--- src/spp_pkg.sv ---
// spp_pkg: shared types and constants for the stepper position pulser.
// No dependencies; imported by every module of the block except spp_fifo.
package spp_pkg;

    // item kinds
    localparam logic [1:0] KIND_TICK = 2'd0;
    localparam logic [1:0] KIND_MOVE = 2'd1;
    localparam logic [1:0] KIND_HOME = 2'd2;

    // motion modes
    localparam logic [1:0] MODE_IDLE   = 2'd0;
    localparam logic [1:0] MODE_SETTLE = 2'd1;
    localparam logic [1:0] MODE_STEP   = 2'd2;
    localparam logic [1:0] MODE_HOME   = 2'd3;

    // configuration register indexes
    localparam logic [2:0] CFG_FULL_TRAVEL   = 3'd0;
    localparam logic [2:0] CFG_STEP_PERIOD   = 3'd1;
    localparam logic [2:0] CFG_HOMING_PERIOD = 3'd2;
    localparam logic [2:0] CFG_HOMING_EXTRA  = 3'd3;
    localparam logic [2:0] CFG_SETTLE        = 3'd4;

    // reset values
    localparam logic [15:0] RST_FULL_TRAVEL   = 16'd2000;
    localparam logic [19:0] RST_STEP_PERIOD   = 20'd1000;
    localparam logic [19:0] RST_HOMING_PERIOD = 20'd5000;
    localparam logic [15:0] RST_HOMING_EXTRA  = 16'd500;
    localparam logic [15:0] RST_SETTLE        = 16'd1000;

    // 100 percent in Q7.8
    localparam logic [14:0] PERCENT_FULL_Q8 = 15'd25600;
    // ceil(2^30 / 100): exact floor(y / 100) for y below 2^23
    localparam logic [23:0] RECIP_100   = 24'd10737419;
    localparam int          RECIP_SHIFT = 30;

    typedef struct packed {
        logic [1:0]  kind;
        logic [15:0] target;
    } t_cmd;

    typedef struct packed {
        logic        step_level;
        logic        direction_level;
        logic [15:0] position_steps;
        logic        busy_res;
        logic        command_ignored;
    } t_res;

    typedef struct packed {
        logic [15:0] full_travel;
        logic [19:0] step_period;
        logic [19:0] homing_period;
        logic [15:0] homing_extra;
        logic [15:0] settle;
    } t_cfg;

    // half of a pulse period, never below one tick
    function automatic logic [19:0] half_of(input logic [19:0] period);
        logic [19:0] h;
        h = {1'b0, period[19:1]};
        return (h == 20'd0) ? 20'd1 : h;
    endfunction

endpackage

--- src/spp_fifo.sv ---
// spp_fifo: small register queue, first in first out, head shown combinationally.
// Depends on nothing; DEPTH must be a power of two.
module spp_fifo #(
    parameter int WIDTH = 18,
    parameter int DEPTH = 4
) (
    input  logic                       i_clk,
    input  logic                       i_rst_n,
    input  logic                       i_push,
    input  logic [WIDTH-1:0]           i_data,
    input  logic                       i_pop,
    output logic [WIDTH-1:0]           o_data,
    output logic                       o_empty,
    output logic                       o_full,
    output logic [$clog2(DEPTH+1)-1:0] o_count
);
    localparam int PTR_W = (DEPTH > 1) ? $clog2(DEPTH) : 1;
    localparam int CNT_W = $clog2(DEPTH + 1);

    logic [WIDTH-1:0] r_mem [DEPTH];
    logic [PTR_W-1:0] r_wr_ptr, r_rd_ptr;
    logic [CNT_W-1:0] r_count;
    logic             do_push, do_pop;

    assign o_empty = (r_count == '0);
    assign o_full  = (r_count == CNT_W'(DEPTH));
    assign o_count = r_count;
    assign o_data  = r_mem[r_rd_ptr];
    assign do_push = i_push && !o_full;
    assign do_pop  = i_pop && !o_empty;

    always_ff @(posedge i_clk) begin
        if (!i_rst_n) begin
            r_wr_ptr <= '0;
            r_rd_ptr <= '0;
            r_count  <= '0;
        end else begin
            if (do_push) r_wr_ptr <= r_wr_ptr + PTR_W'(1);
            if (do_pop)  r_rd_ptr <= r_rd_ptr + PTR_W'(1);
            if (do_push && !do_pop)      r_count <= r_count + CNT_W'(1);
            else if (do_pop && !do_push) r_count <= r_count - CNT_W'(1);
        end
    end

    always_ff @(posedge i_clk) begin
        if (do_push) r_mem[r_wr_ptr] <= i_data;
    end
endmodule

--- src/spp_front.sv ---
// spp_front: accepts items, clamps the move target and scales it to steps.
// Two pipeline stages, one multiplier each. Uses spp_pkg.
module spp_front (
    input  logic               i_clk,
    input  logic               i_rst_n,
    input  logic               i_valid,
    input  logic [1:0]         i_kind,
    input  logic signed [15:0] i_target_percent,
    input  logic [15:0]        i_full_travel,
    output logic               o_cmd_valid,
    output spp_pkg::t_cmd      o_cmd,
    output logic [1:0]         o_inflight
);
    import spp_pkg::*;

    logic [14:0] pc;
    logic [30:0] n_prod1;
    logic [46:0] n_prod2;
    logic [30:0] r_prod1;
    logic [46:0] r_prod2;
    logic [1:0]  r_kind1, r_kind2;
    logic        r_v1, r_v2;

    // clamp Q7.8 to 0..100 percent
    always_comb begin
        if (i_target_percent[15])                          pc = '0;
        else if (i_target_percent[14:0] > PERCENT_FULL_Q8) pc = PERCENT_FULL_Q8;
        else                                               pc = i_target_percent[14:0];
    end

    assign n_prod1 = 31'(pc) * 31'(i_full_travel);
    // divide by 25600: drop 8 bits, then reciprocal of 100
    assign n_prod2 = 47'(r_prod1[30:8]) * 47'(RECIP_100);

    always_ff @(posedge i_clk) begin
        if (!i_rst_n) begin
            r_v1 <= 1'b0;
            r_v2 <= 1'b0;
        end else begin
            r_v1 <= i_valid;
            r_v2 <= r_v1;
        end
    end

    always_ff @(posedge i_clk) begin
        r_prod1 <= n_prod1;
        r_kind1 <= i_kind;
        r_prod2 <= n_prod2;
        r_kind2 <= r_kind1;
    end

    assign o_cmd_valid   = r_v2;
    assign o_cmd.kind    = r_kind2;
    assign o_cmd.target  = r_prod2[RECIP_SHIFT+15:RECIP_SHIFT];
    assign o_inflight    = 2'(r_v1) + 2'(r_v2);
endmodule

--- src/spp_back.sv ---
// spp_back: motion engine; carries out one queued item per cycle while the result
// queue has room, and builds its result. Uses spp_pkg.
module spp_back (
    input  logic          i_clk,
    input  logic          i_rst_n,
    input  spp_pkg::t_cfg i_cfg,
    input  logic          i_cmd_valid,
    input  spp_pkg::t_cmd i_cmd,
    input  logic          i_res_room,
    output logic          o_cmd_take,
    output logic          o_res_valid,
    output spp_pkg::t_res o_res
);
    import spp_pkg::*;

    logic [15:0] r_position, n_position;
    logic        r_dir, n_dir;
    logic        r_pulse, n_pulse;
    logic [1:0]  r_mode, n_mode;
    logic [16:0] r_steps, n_steps;
    logic [19:0] r_timer, n_timer;

    logic        fire, ignored;
    logic [19:0] half_step, half_home, cur_half, t_dec;
    logic [16:0] s_dec, total;

    assign fire       = i_cmd_valid && i_res_room;
    assign half_step  = half_of(i_cfg.step_period);
    assign half_home  = half_of(i_cfg.homing_period);
    assign cur_half   = (r_mode == MODE_HOME) ? half_home : half_step;
    assign t_dec      = (r_timer != 20'd0) ? r_timer - 20'd1 : 20'd0;
    assign s_dec      = r_steps - 17'd1;
    assign total      = 17'(i_cfg.full_travel) + 17'(i_cfg.homing_extra);

    always_comb begin
        n_position = r_position;
        n_dir      = r_dir;
        n_pulse    = r_pulse;
        n_mode     = r_mode;
        n_steps    = r_steps;
        n_timer    = r_timer;
        ignored    = 1'b0;
        if (fire) begin
            unique case (i_cmd.kind)
                KIND_TICK: begin
                    if (r_mode != MODE_IDLE) begin
                        n_timer = t_dec;
                        if (t_dec == 20'd0) begin
                            if (r_mode == MODE_SETTLE) begin
                                n_mode  = MODE_STEP;
                                n_pulse = 1'b1;
                                n_timer = half_step;
                            end else if (r_pulse) begin
                                n_pulse = 1'b0;
                                n_timer = cur_half;
                            end else begin
                                if (r_mode == MODE_STEP)
                                    n_position = r_dir ? r_position + 16'd1
                                                       : r_position - 16'd1;
                                n_steps = s_dec;
                                if (s_dec == 17'd0) begin
                                    if (r_mode == MODE_HOME) n_position = '0;
                                    n_mode  = MODE_IDLE;
                                    n_timer = '0;
                                end else begin
                                    n_pulse = 1'b1;
                                    n_timer = cur_half;
                                end
                            end
                        end
                    end
                end
                KIND_MOVE: begin
                    if (r_mode != MODE_IDLE) begin
                        ignored = 1'b1;
                    end else if (i_cmd.target != r_position) begin
                        n_dir   = (i_cmd.target > r_position);
                        n_steps = n_dir ? 17'(i_cmd.target - r_position)
                                        : 17'(r_position - i_cmd.target);
                        if (i_cfg.settle == 16'd0) begin
                            n_mode  = MODE_STEP;
                            n_pulse = 1'b1;
                            n_timer = half_step;
                        end else begin
                            n_mode  = MODE_SETTLE;
                            n_pulse = 1'b0;
                            n_timer = 20'(i_cfg.settle);
                        end
                    end
                end
                KIND_HOME: begin
                    if (r_mode != MODE_IDLE) begin
                        ignored = 1'b1;
                    end else begin
                        n_dir = 1'b0;
                        if (total == 17'd0) begin
                            n_position = '0;
                        end else begin
                            n_steps = total;
                            n_mode  = MODE_HOME;
                            n_pulse = 1'b1;
                            n_timer = half_home;
                        end
                    end
                end
                default: ;  // unused code: report state only
            endcase
        end
    end

    always_ff @(posedge i_clk) begin
        if (!i_rst_n) begin
            r_position <= '0;
            r_dir      <= 1'b0;
            r_pulse    <= 1'b0;
            r_mode     <= MODE_IDLE;
            r_steps    <= '0;
            r_timer    <= '0;
        end else begin
            r_position <= n_position;
            r_dir      <= n_dir;
            r_pulse    <= n_pulse;
            r_mode     <= n_mode;
            r_steps    <= n_steps;
            r_timer    <= n_timer;
        end
    end

    assign o_cmd_take            = fire;
    assign o_res_valid           = fire;
    assign o_res.step_level      = n_pulse;
    assign o_res.direction_level = n_dir;
    assign o_res.position_steps  = n_position;
    assign o_res.busy_res        = (n_mode != MODE_IDLE);
    assign o_res.command_ignored = ignored;
endmodule

--- src/stepper_position_pulser.sv ---
// stepper_position_pulser: step/direction position controller, top level.
// Depends on spp_pkg, spp_fifo, spp_front and spp_back.
//
// Usage
//   Input queue: drive i_kind / i_target_percent with push; a transfer happens on a
//   clock edge with push high and full low. Kinds: tick, move, home.
//   Result queue: while empty is low the oldest result sits on the o_ ports; pop
//   high on an edge takes it. Exactly one result per input item, in order.
//   Config: i_cfg_valid / o_cfg_ready with i_cfg_index and i_cfg_data; ready is
//   always high. Write only while the block holds no undelivered item.
// Timing
//   Path: a result is poppable once its input has passed two front stages for the
//   clamp and the two multiplies of the scaling, one queue register, then the motion
//   engine, which writes the result queue while it has room.
//   Throughput: one item per cycle while the result queue has room, set by the engine.
// Reset
//   Synchronous, active low: config registers return to their defaults, position zero,
//   motion idle, both queues empty.
// Stalls
//   If pop is held low the result queue fills, the engine stops, the command queue
//   fills, and full rises; nothing is lost and work resumes when pop returns.
module stepper_position_pulser #(
    parameter int QUEUE_DEPTH  = 4,   // command queue, power of two, at least 4
    parameter int RESULT_DEPTH = 2    // result queue, power of two
) (
    input  logic               i_clk,
    input  logic               i_rst_n,
    // input queue
    input  logic               push,
    output logic               full,
    input  logic [1:0]         i_kind,
    input  logic signed [15:0] i_target_percent,
    // result queue
    input  logic               pop,
    output logic               empty,
    output logic               o_step_level,
    output logic               o_direction_level,
    output logic [15:0]        o_position_steps,
    output logic               o_busy_res,
    output logic               o_command_ignored,
    // configuration
    input  logic               i_cfg_valid,
    output logic               o_cfg_ready,
    input  logic [2:0]         i_cfg_index,
    input  logic [19:0]        i_cfg_data
);
    import spp_pkg::*;

    localparam int QCNT_W = $clog2(QUEUE_DEPTH + 1);
    localparam int RCNT_W = $clog2(RESULT_DEPTH + 1);

    t_cfg  r_cfg;
    t_cmd  front_cmd, q_cmd;
    t_res  back_res, out_res;
    logic  front_valid, q_empty, q_full, q_take;
    logic  res_valid, res_full;
    logic  [1:0]        inflight;
    logic  [QCNT_W-1:0] q_count;
    logic  [RCNT_W-1:0] res_count;
    logic  [QCNT_W:0]   occupancy;
    logic  in_xfer;

    // configuration registers
    assign o_cfg_ready = 1'b1;

    always_ff @(posedge i_clk) begin
        if (!i_rst_n) begin
            r_cfg.full_travel   <= RST_FULL_TRAVEL;
            r_cfg.step_period   <= RST_STEP_PERIOD;
            r_cfg.homing_period <= RST_HOMING_PERIOD;
            r_cfg.homing_extra  <= RST_HOMING_EXTRA;
            r_cfg.settle        <= RST_SETTLE;
        end else if (i_cfg_valid && o_cfg_ready) begin
            unique case (i_cfg_index)
                CFG_FULL_TRAVEL:   r_cfg.full_travel   <= i_cfg_data[15:0];
                CFG_STEP_PERIOD:   r_cfg.step_period   <= i_cfg_data;
                CFG_HOMING_PERIOD: r_cfg.homing_period <= i_cfg_data;
                CFG_HOMING_EXTRA:  r_cfg.homing_extra  <= i_cfg_data[15:0];
                CFG_SETTLE:        r_cfg.settle        <= i_cfg_data[15:0];
                default: ;  // unmapped index, write dropped
            endcase
        end
    end

    // credit check: items in the front pipe plus the queue never exceed its depth
    assign occupancy = {1'b0, q_count} + (QCNT_W + 1)'(inflight);
    assign full      = (occupancy >= (QCNT_W + 1)'(QUEUE_DEPTH));
    assign in_xfer   = push && !full;

    spp_front u_front (
        .i_clk            (i_clk),
        .i_rst_n          (i_rst_n),
        .i_valid          (in_xfer),
        .i_kind           (i_kind),
        .i_target_percent (i_target_percent),
        .i_full_travel    (r_cfg.full_travel),
        .o_cmd_valid      (front_valid),
        .o_cmd            (front_cmd),
        .o_inflight       (inflight)
    );

    spp_fifo #(
        .WIDTH ($bits(t_cmd)),
        .DEPTH (QUEUE_DEPTH)
    ) u_cmd_q (
        .i_clk   (i_clk),
        .i_rst_n (i_rst_n),
        .i_push  (front_valid),
        .i_data  (front_cmd),
        .i_pop   (q_take),
        .o_data  (q_cmd),
        .o_empty (q_empty),
        .o_full  (q_full),
        .o_count (q_count)
    );

    spp_back u_back (
        .i_clk       (i_clk),
        .i_rst_n     (i_rst_n),
        .i_cfg       (r_cfg),
        .i_cmd_valid (!q_empty),
        .i_cmd       (q_cmd),
        .i_res_room  (!res_full),
        .o_cmd_take  (q_take),
        .o_res_valid (res_valid),
        .o_res       (back_res)
    );

    spp_fifo #(
        .WIDTH ($bits(t_res)),
        .DEPTH (RESULT_DEPTH)
    ) u_res_q (
        .i_clk   (i_clk),
        .i_rst_n (i_rst_n),
        .i_push  (res_valid),
        .i_data  (back_res),
        .i_pop   (pop),
        .o_data  (out_res),
        .o_empty (empty),
        .o_full  (res_full),
        .o_count (res_count)
    );

    assign o_step_level      = out_res.step_level;
    assign o_direction_level = out_res.direction_level;
    assign o_position_steps  = out_res.position_steps;
    assign o_busy_res        = out_res.busy_res;
    assign o_command_ignored = out_res.command_ignored;

`ifndef SYNTHESIS
    // the credit check must keep the command queue from overflowing
    a_cmd_q_no_overflow: assert property (@(posedge i_clk) disable iff (!i_rst_n)
        front_valid |-> !q_full)
        else $error("command queue overflow");

    // engine only writes results when there is room
    a_res_q_no_overflow: assert property (@(posedge i_clk) disable iff (!i_rst_n)
        res_valid |-> (res_count != RCNT_W'(RESULT_DEPTH)))
        else $error("result queue overflow");

    // a dropped command implies the engine is still in motion
    a_ignored_busy: assert property (@(posedge i_clk) disable iff (!i_rst_n)
        (res_valid && back_res.command_ignored) |-> back_res.busy_res)
        else $error("command ignored while idle");

    // the step pin is never left high once motion has ended
    a_step_low_idle: assert property (@(posedge i_clk) disable iff (!i_rst_n)
        (res_valid && back_res.step_level) |-> back_res.busy_res)
        else $error("step pin high while idle");
`endif
endmodule

--- config.mk ---
export PLATFORM = sky130hd
export DESIGN_NAME = stepper_position_pulser
export DESIGN_NICKNAME = d
export VERILOG_FILES = /design/src/spp_pkg.sv /design/src/spp_fifo.sv /design/src/spp_front.sv /design/src/spp_back.sv /design/src/stepper_position_pulser.sv
export SDC_FILE = /design/constraint.sdc
export NUM_CORES = 2
export LEC_CHECK = 0
export ABC_AREA = 1
export BUFFER_PORTS_ARGS = -buffer_cell sky130_fd_sc_hd__buf_2
export CORE_MARGIN = 1.5
export CORE_UTILIZATION = 55
export DETAILED_ROUTE_END_ITERATION = 7
export GPL_ROUTABILITY_DRIVEN = 0
export PLACE_DENSITY = 0.78
export SYNTH_ARGS = -nofsm -noshare
export SYNTH_HDL_FRONTEND = slang
export SYNTH_SLANG_ARGS = --single-unit
--- constraint.sdc ---
create_clock -name i_clk -period 8.8 [get_ports i_clk]
set_clock_uncertainty 0.1 [all_clocks]
set_input_delay 0.44 -clock i_clk [delete_from_list [all_inputs] [get_ports i_clk]]
set_output_delay 0.44 -clock i_clk [all_outputs]
set_load 0.01 [all_outputs]
After elaboration in Yosys (flattened, before gate mapping)

Memory sizes are Yosys's and may differ from the RTL's. A register that Yosys moved wholly into a read port is not among the register bits.
Index checks and enable logic that the tools add are counted.

Flip-flop bits (word level): 239
Memory bits (writable): 112
Bits of input ports: 46
Output and inout port bits: 23
Logic and storage cells: 193
Memories kept: 2

$add $sub $neg: 17
Multipliers: 2
Magnitude comparators: 3
Equality and inequality tests: 20
Muxes and demuxes: 83
Reduce and logical (&&, ||, !) cells: 43

Memory list:

| memory        | depth | bits a word | read ports | clocked after memory_dff | wr ports | line           | source |
|---|---|---|---|---|---|---|---|
| u_cmd_q.r_mem | 4     | 18          | 1          | 1                        | 1        | spp_fifo.sv:20 | `logic [WIDTH-1:0] r_mem [DEPTH];` |
| u_res_q.r_mem | 2     | 20          | 1          | 1                        | 1        | spp_fifo.sv:20 |  |

Operator list:

| cell                   | count |
|---|---|
| $mux 20                | 12 |
| $mux 16                | 11 |
| $mux 17                | 9 |
| $pmux 20 s3            | 1 |
| $pmux 17 s3            | 1 |
| $mul 23x24->46 const B | 1 |
| $logic_not 19->1       | 2 |
| $mux 19                | 2 |
| $logic_not 17->1       | 2 |
| $sub 16x16->17         | 2 |
| $pmux 16 s2            | 1 |
| $mul 15x16->31         | 1 |
| $mux 15                | 2 |
| $mux 2                 | 15 |
| $mux 1                 | 24 |
| $logic_not 20->1       | 1 |
| $reduce_bool 20->1     | 1 |
| $sub 20x1->20 const B  | 1 |
| $add 16x16->17         | 1 |
| $sub 17x1->17 const B  | 1 |
| $add 16x1->16 const B  | 1 |
| $gt 16x16->1           | 1 |
| $logic_not 16->1       | 1 |
| $ne 16x16->1           | 1 |
| other kinds (31)       | 73 |

Depth between registers and ports, before layout

Depth in word-level cells: 11
Gate-level depth with buffers: 33
Gate-level depth less buffers: 31

By module

Synthesis repeated with hierarchy kept, for this count alone.

Cell total of the unflattened synthesis: 4718
Area total of the unflattened synthesis: 36256.0 µm²

Modules (own cells, without submodules):

| module                  | instances | cells an instance | area each (µm²) | sequential area each (µm²) |
|---|---|---|---|---|
| spp_front               | 1         | 2256              | 18900.6         | 900.9 |
| spp_back                | 1         | 1625              | 8948.6          | 1141.1 |
| stepper_position_pulser | 1         | 493               | 3514.6          | 1761.7 |
| spp_fifo at u_cmd_q     | 1         | 244               | 3203.1          | 2342.2 |
| spp_fifo at u_res_q     | 1         | 100               | 1689.1          | 1301.2 |

Worst setup path before layout

OpenSTA, ideal clock, no wires.

Path kind: input -> register
Start point: in i_target_percent[3]
End point: reg u_front.r_prod1[30]
Setup time: 0.112 ns
Arrival time: 6.376 ns
Required time: 8.588 ns
Path slack: 2.212 ns
Cell stages on the path: 28
Path buffers: 2
Path through: nor4_1 > nand4_1 > nand2_1 > buf_2 > inv_1 > nor3_1 > clkbuf_1 > nand2_1 > fa_1 > fa_1 > fa_1 > inv_1 > fa_1 > fa_1 > inv_1 > fa_1 > inv_1 > ha_1 > a21oi_1 > inv_1 > a31oi_1 > o21ai_0 > a221oi_1 > o21ai_0 > nand2_1 > nand2_1 > nand2_1 > nand2_1

Word-level cells in the longest chain between the ends: 4

RTL lines:

| element                 | line                          | source |
|---|---|---|
| start: declaration      | stepper_position_pulser.sv:32 | `input logic signed [15:0] i_target_percent,` |
| $gt 15x15->1            | spp_front.sv:27               | `else if (i_target_percent[14:0] > PERCENT_FULL_Q8) pc = PERCENT_FULL_Q8;` |
| $mux 15 *               | spp_front.sv:27               |  |
| $mux 15 *               | spp_front.sv:26               | `if (i_target_percent[15]) pc = '0;` |
| $mul 15x16->31 *        | spp_front.sv:31               | `assign n_prod1 = 31'(pc) * 31'(i_full_travel);` |
| via u_front.n_prod1[30] | spp_front.sv:17               | `logic [30:0] n_prod1;` |
| end signal: assignment  | spp_front.sv:46               | `r_prod1 <= n_prod1;` |
| end: declaration        | spp_front.sv:19               | `logic [30:0] r_prod1;` |

Mark *: on every way through the listed nets, which the timed path passes. The rest lies on a longest branch.
A chain may end at the register's enable or synchronous reset.

Worst setup path in the final report

Start point: in i_target_percent[0]
End point: reg u_front.r_prod1[30]

The elaborated chain is that of the path after synthesis.

==> metrics.csv <==
stage;metric;value;unit
floorplanning;FP Rows;92;
placement;PortBufs;67;
final_layout;layout cells sized above 1;0.0448;
route;Routed WL per cell;17.3;um
final_layout;Final Core Density;0.595;
global_routing;largest net degree at the start of global routing;110;
logic_synthesis;Synth Cell Area;35500;um2
global_routing;initial antenna violation count;1;
cts;CTS Buf Count;36;
final_layout;Layout fillers;5658;
run;Max Cap Viol;0;
logic_synthesis;EDFF count, synth;112;
cts;cts hold-fix bufs;2;
logic_synthesis;Net Count, Synth;5387;
sta;final hold violation count;0;
logic_synthesis;Mapped Cells;4558;
sta;Final Critical Period;6.92;ns
logic_synthesis;ys flop type;dfxtp_1;
global_routing;Most Crowded Layer GR;met2;
floorplanning;die height;257;um
floorplanning;Top-Level Pins;69;
sta;Final period util;0.786;
sta;unrepaired setup endpoints after global routing;no;
route;vias per cell;5.56;
worst_setup_path;Critical Path Max Stage Delay;0.52;ns
floorplanning;Horiz. Die Dim;257;um
cts;clock tree buffer depth;3;
logic_synthesis;post-synth top area share;0.214;
global_routing;gr ovfl total;0;
logic_synthesis;largest area contributor in the netlist;fa_1;
cts;CTS tree;yes;
sta;fmax;0.145;GHz
logic_synthesis;Yosys cell types;55;
global_routing;first-pass GRT wire length;155000;um
floorplanning;core area;63400;um2
floorplanning;DIE AREA;66000;um2
worst_setup_path;startpoint types;primary input;
route;detailed-route via count;30262;
cts;worst-skew pair later-pin latency;0.57;ns
sta;TNS Setup;0;ns
floorplanning;Initial Util;0.559;
global_routing;global-route usage over all layers;0.290;
sta;relative slew slack;0.237;
route;# DRC;0;
worst_setup_path;crit-path max FO;13;
final_layout;nets@finish;5399;
final_layout;area delta synth->final;6.46;%
final_layout;commonest cells after routing, fill and taps aside;nand2_1 (916), inv_1 (913), nor2_1 (424);
cts;clock sink count;314;
cts;Resized Gates After CTS;0;
sta;final setup vio count;0;
placement;HPWL after detailed placement;75700;um
sta;worst-margin pin slew;1.14;ns
logic_synthesis;sequential-to-total area share from yosys stat;0.209;
worst_setup_path;critical path class;primary input to flop;
logic_synthesis;Synth area leaders;fa_1 (21%), ha_1 (14%), dfxtp_1 (11%);
final_layout;most common cell after layout, fill and taps aside;nand2_1;
logic_synthesis;Post-synth ARST share;0;
route;DR iter-0 viols;2970;
logic_synthesis;Yosys reg bits;314;
worst_setup_path;Worst Path Required;9.13;ns
worst_setup_path;Worst EP arrival;7.25;ns
worst_setup_path;Crit. End Element;flop;
hold_path;Worst Hold Class;primary input to flop;
global_routing;GR Util met1;0.380;
worst_setup_path;CP max stage cell;fa_1;
global_routing;vias in the first global route;30283;
cts;Post-CTS Setup Bufs;0;
logic_synthesis;syn avg cell area;7.78;um2
cts;H-tree depth;2;
route;Detailed Route WL;94400;um
logic_synthesis;Yosys warning count;0;
route;Final ANT Viol Nets;0;
sta;Final Slew Violations;0;
final_layout;Ant. Diodes;0;
route;drt pass-1 iters;6;
global_routing;grt met2 use;0.469;
global_routing;met3 usage;0.0534;
worst_setup_path;Crit path top cell by count;inv_1;
cts;Root Driver;clkbuf_16;
cts;Reg clk slew, reported paths;0.06;ns
status;status;completed;
==> through the flow <==
stage	std cells	cell area, um2	setup slack [ns]	hold WS [ns]
final	5444	37800	1.88	0.0544
after detailed placement	5376	36500	1.55	0.212
after global routing	5444	37800	1.47	0.0567
after CTS	5444	37800	2.08	0.0489
after global placement	5376	36500	1.74	0.211
after floorplan	4558	35500	2.21	0.210
==> area by class of cell <==
class                      count  area (um2)  share of cell area
clock inverter                26         244             0.00646
timing repair buffer          89         508              0.0134
multi-input combinational   3199       24100               0.638
inverter                     930        3490              0.0924
tap                          846        1060              0.0280
clock buffer                  40         956              0.0253
sequential                   314        7410               0.196
==> cells by family after synthesis <==
group / Yosys count / synth area share
AOI/OAI and AO/OA: 674 / 0.107
xor gates and xnor gates: 82 / 0.0202
adders and majority gates: 783 / 0.356
buffers and inverters: 1045 / 0.112
DFF: 314 / 0.209
muxes: 20 / 0.00635
other: 1 / 0.000106
and+or+nand+nor: 1639 / 0.190
==> path summary, 6_finish.rpt <==
check                 startpoint             endpoint  slack [ns]  cells past startpoint
max          i_target_percent[0]  u_front.r_prod1[30]        1.88                     29
max reg2reg  u_front.r_prod1[20]  u_front.r_prod2[43]        2.16                     25
min reg2reg   u_front.r_kind1[0]   u_front.r_kind2[0]        0.23                      0
min                         push         u_front.r_v1        0.05                      3
==> sequential cells by signal, summed over array words and instances (netlist names), named ones only <==
register and count:
r_cfg 86, u_cmd_q.r_mem 72, u_res_q.r_mem 40, u_front.r_prod1 23, u_back.r_timer 20, u_back.r_steps 17, u_back.r_position 16, u_front.r_prod2 16
u_cmd_q.o_count 3, u_back.r_mode 2, u_cmd_q.r_rd_ptr 2, u_cmd_q.r_wr_ptr 2, u_front.r_kind1 2, u_front.r_kind2 2, u_res_q.o_count 2, u_back.r_dir 1
u_back.r_pulse 1, u_front.o_cmd_valid 1, u_front.r_v1 1, u_res_q.r_rd_ptr 1, u_res_q.r_wr_ptr 1
==> synthesized netlist by cell type (9+ instances only) <==
library cell,count
a21o_1,12
clkinv_1,16
xnor2_1,20
dfxtp_1,202
nor3_1,27
inv_1,913
o21bai_1,18
a32oi_1,18
xor2_1,62
o211ai_1,30
nor4_1,15
a22oi_1,9
nor2_1,425
o21a_1,11
a31oi_1,18
nand4_1,41
a21oi_1,276
edfxtp_1,112
ha_1,404
nand2_1,916
mux2_2,20
fa_1,379
buf_2,9
o21ai_0,237
nand3_1,180
clkbuf_1,94
==> metal layers <==
metal / up-vias / part of all wire / wire length (um)
met1: 14146 / 0.41 / 38800
met2: 1368 / 0.45 / 42400
met3: 315 / 0.091 / 8570
met5: - / 0.00014 / 13
li1: 14431 / - / -
met4: 2 / 0.048 / 4570
==> critical path, delay by kind of cell <==
family,cells,cell delay [ns]
adders and majority gates,7,3.12
buffers and inverters,8,0.92
AOI/OAI and AO/OA,5,1.04
and+or+nand+nor,9,1.69
Power is not shown: default switching activity piles up to over one toggle a cycle in this logic, so the estimate is an artifact.
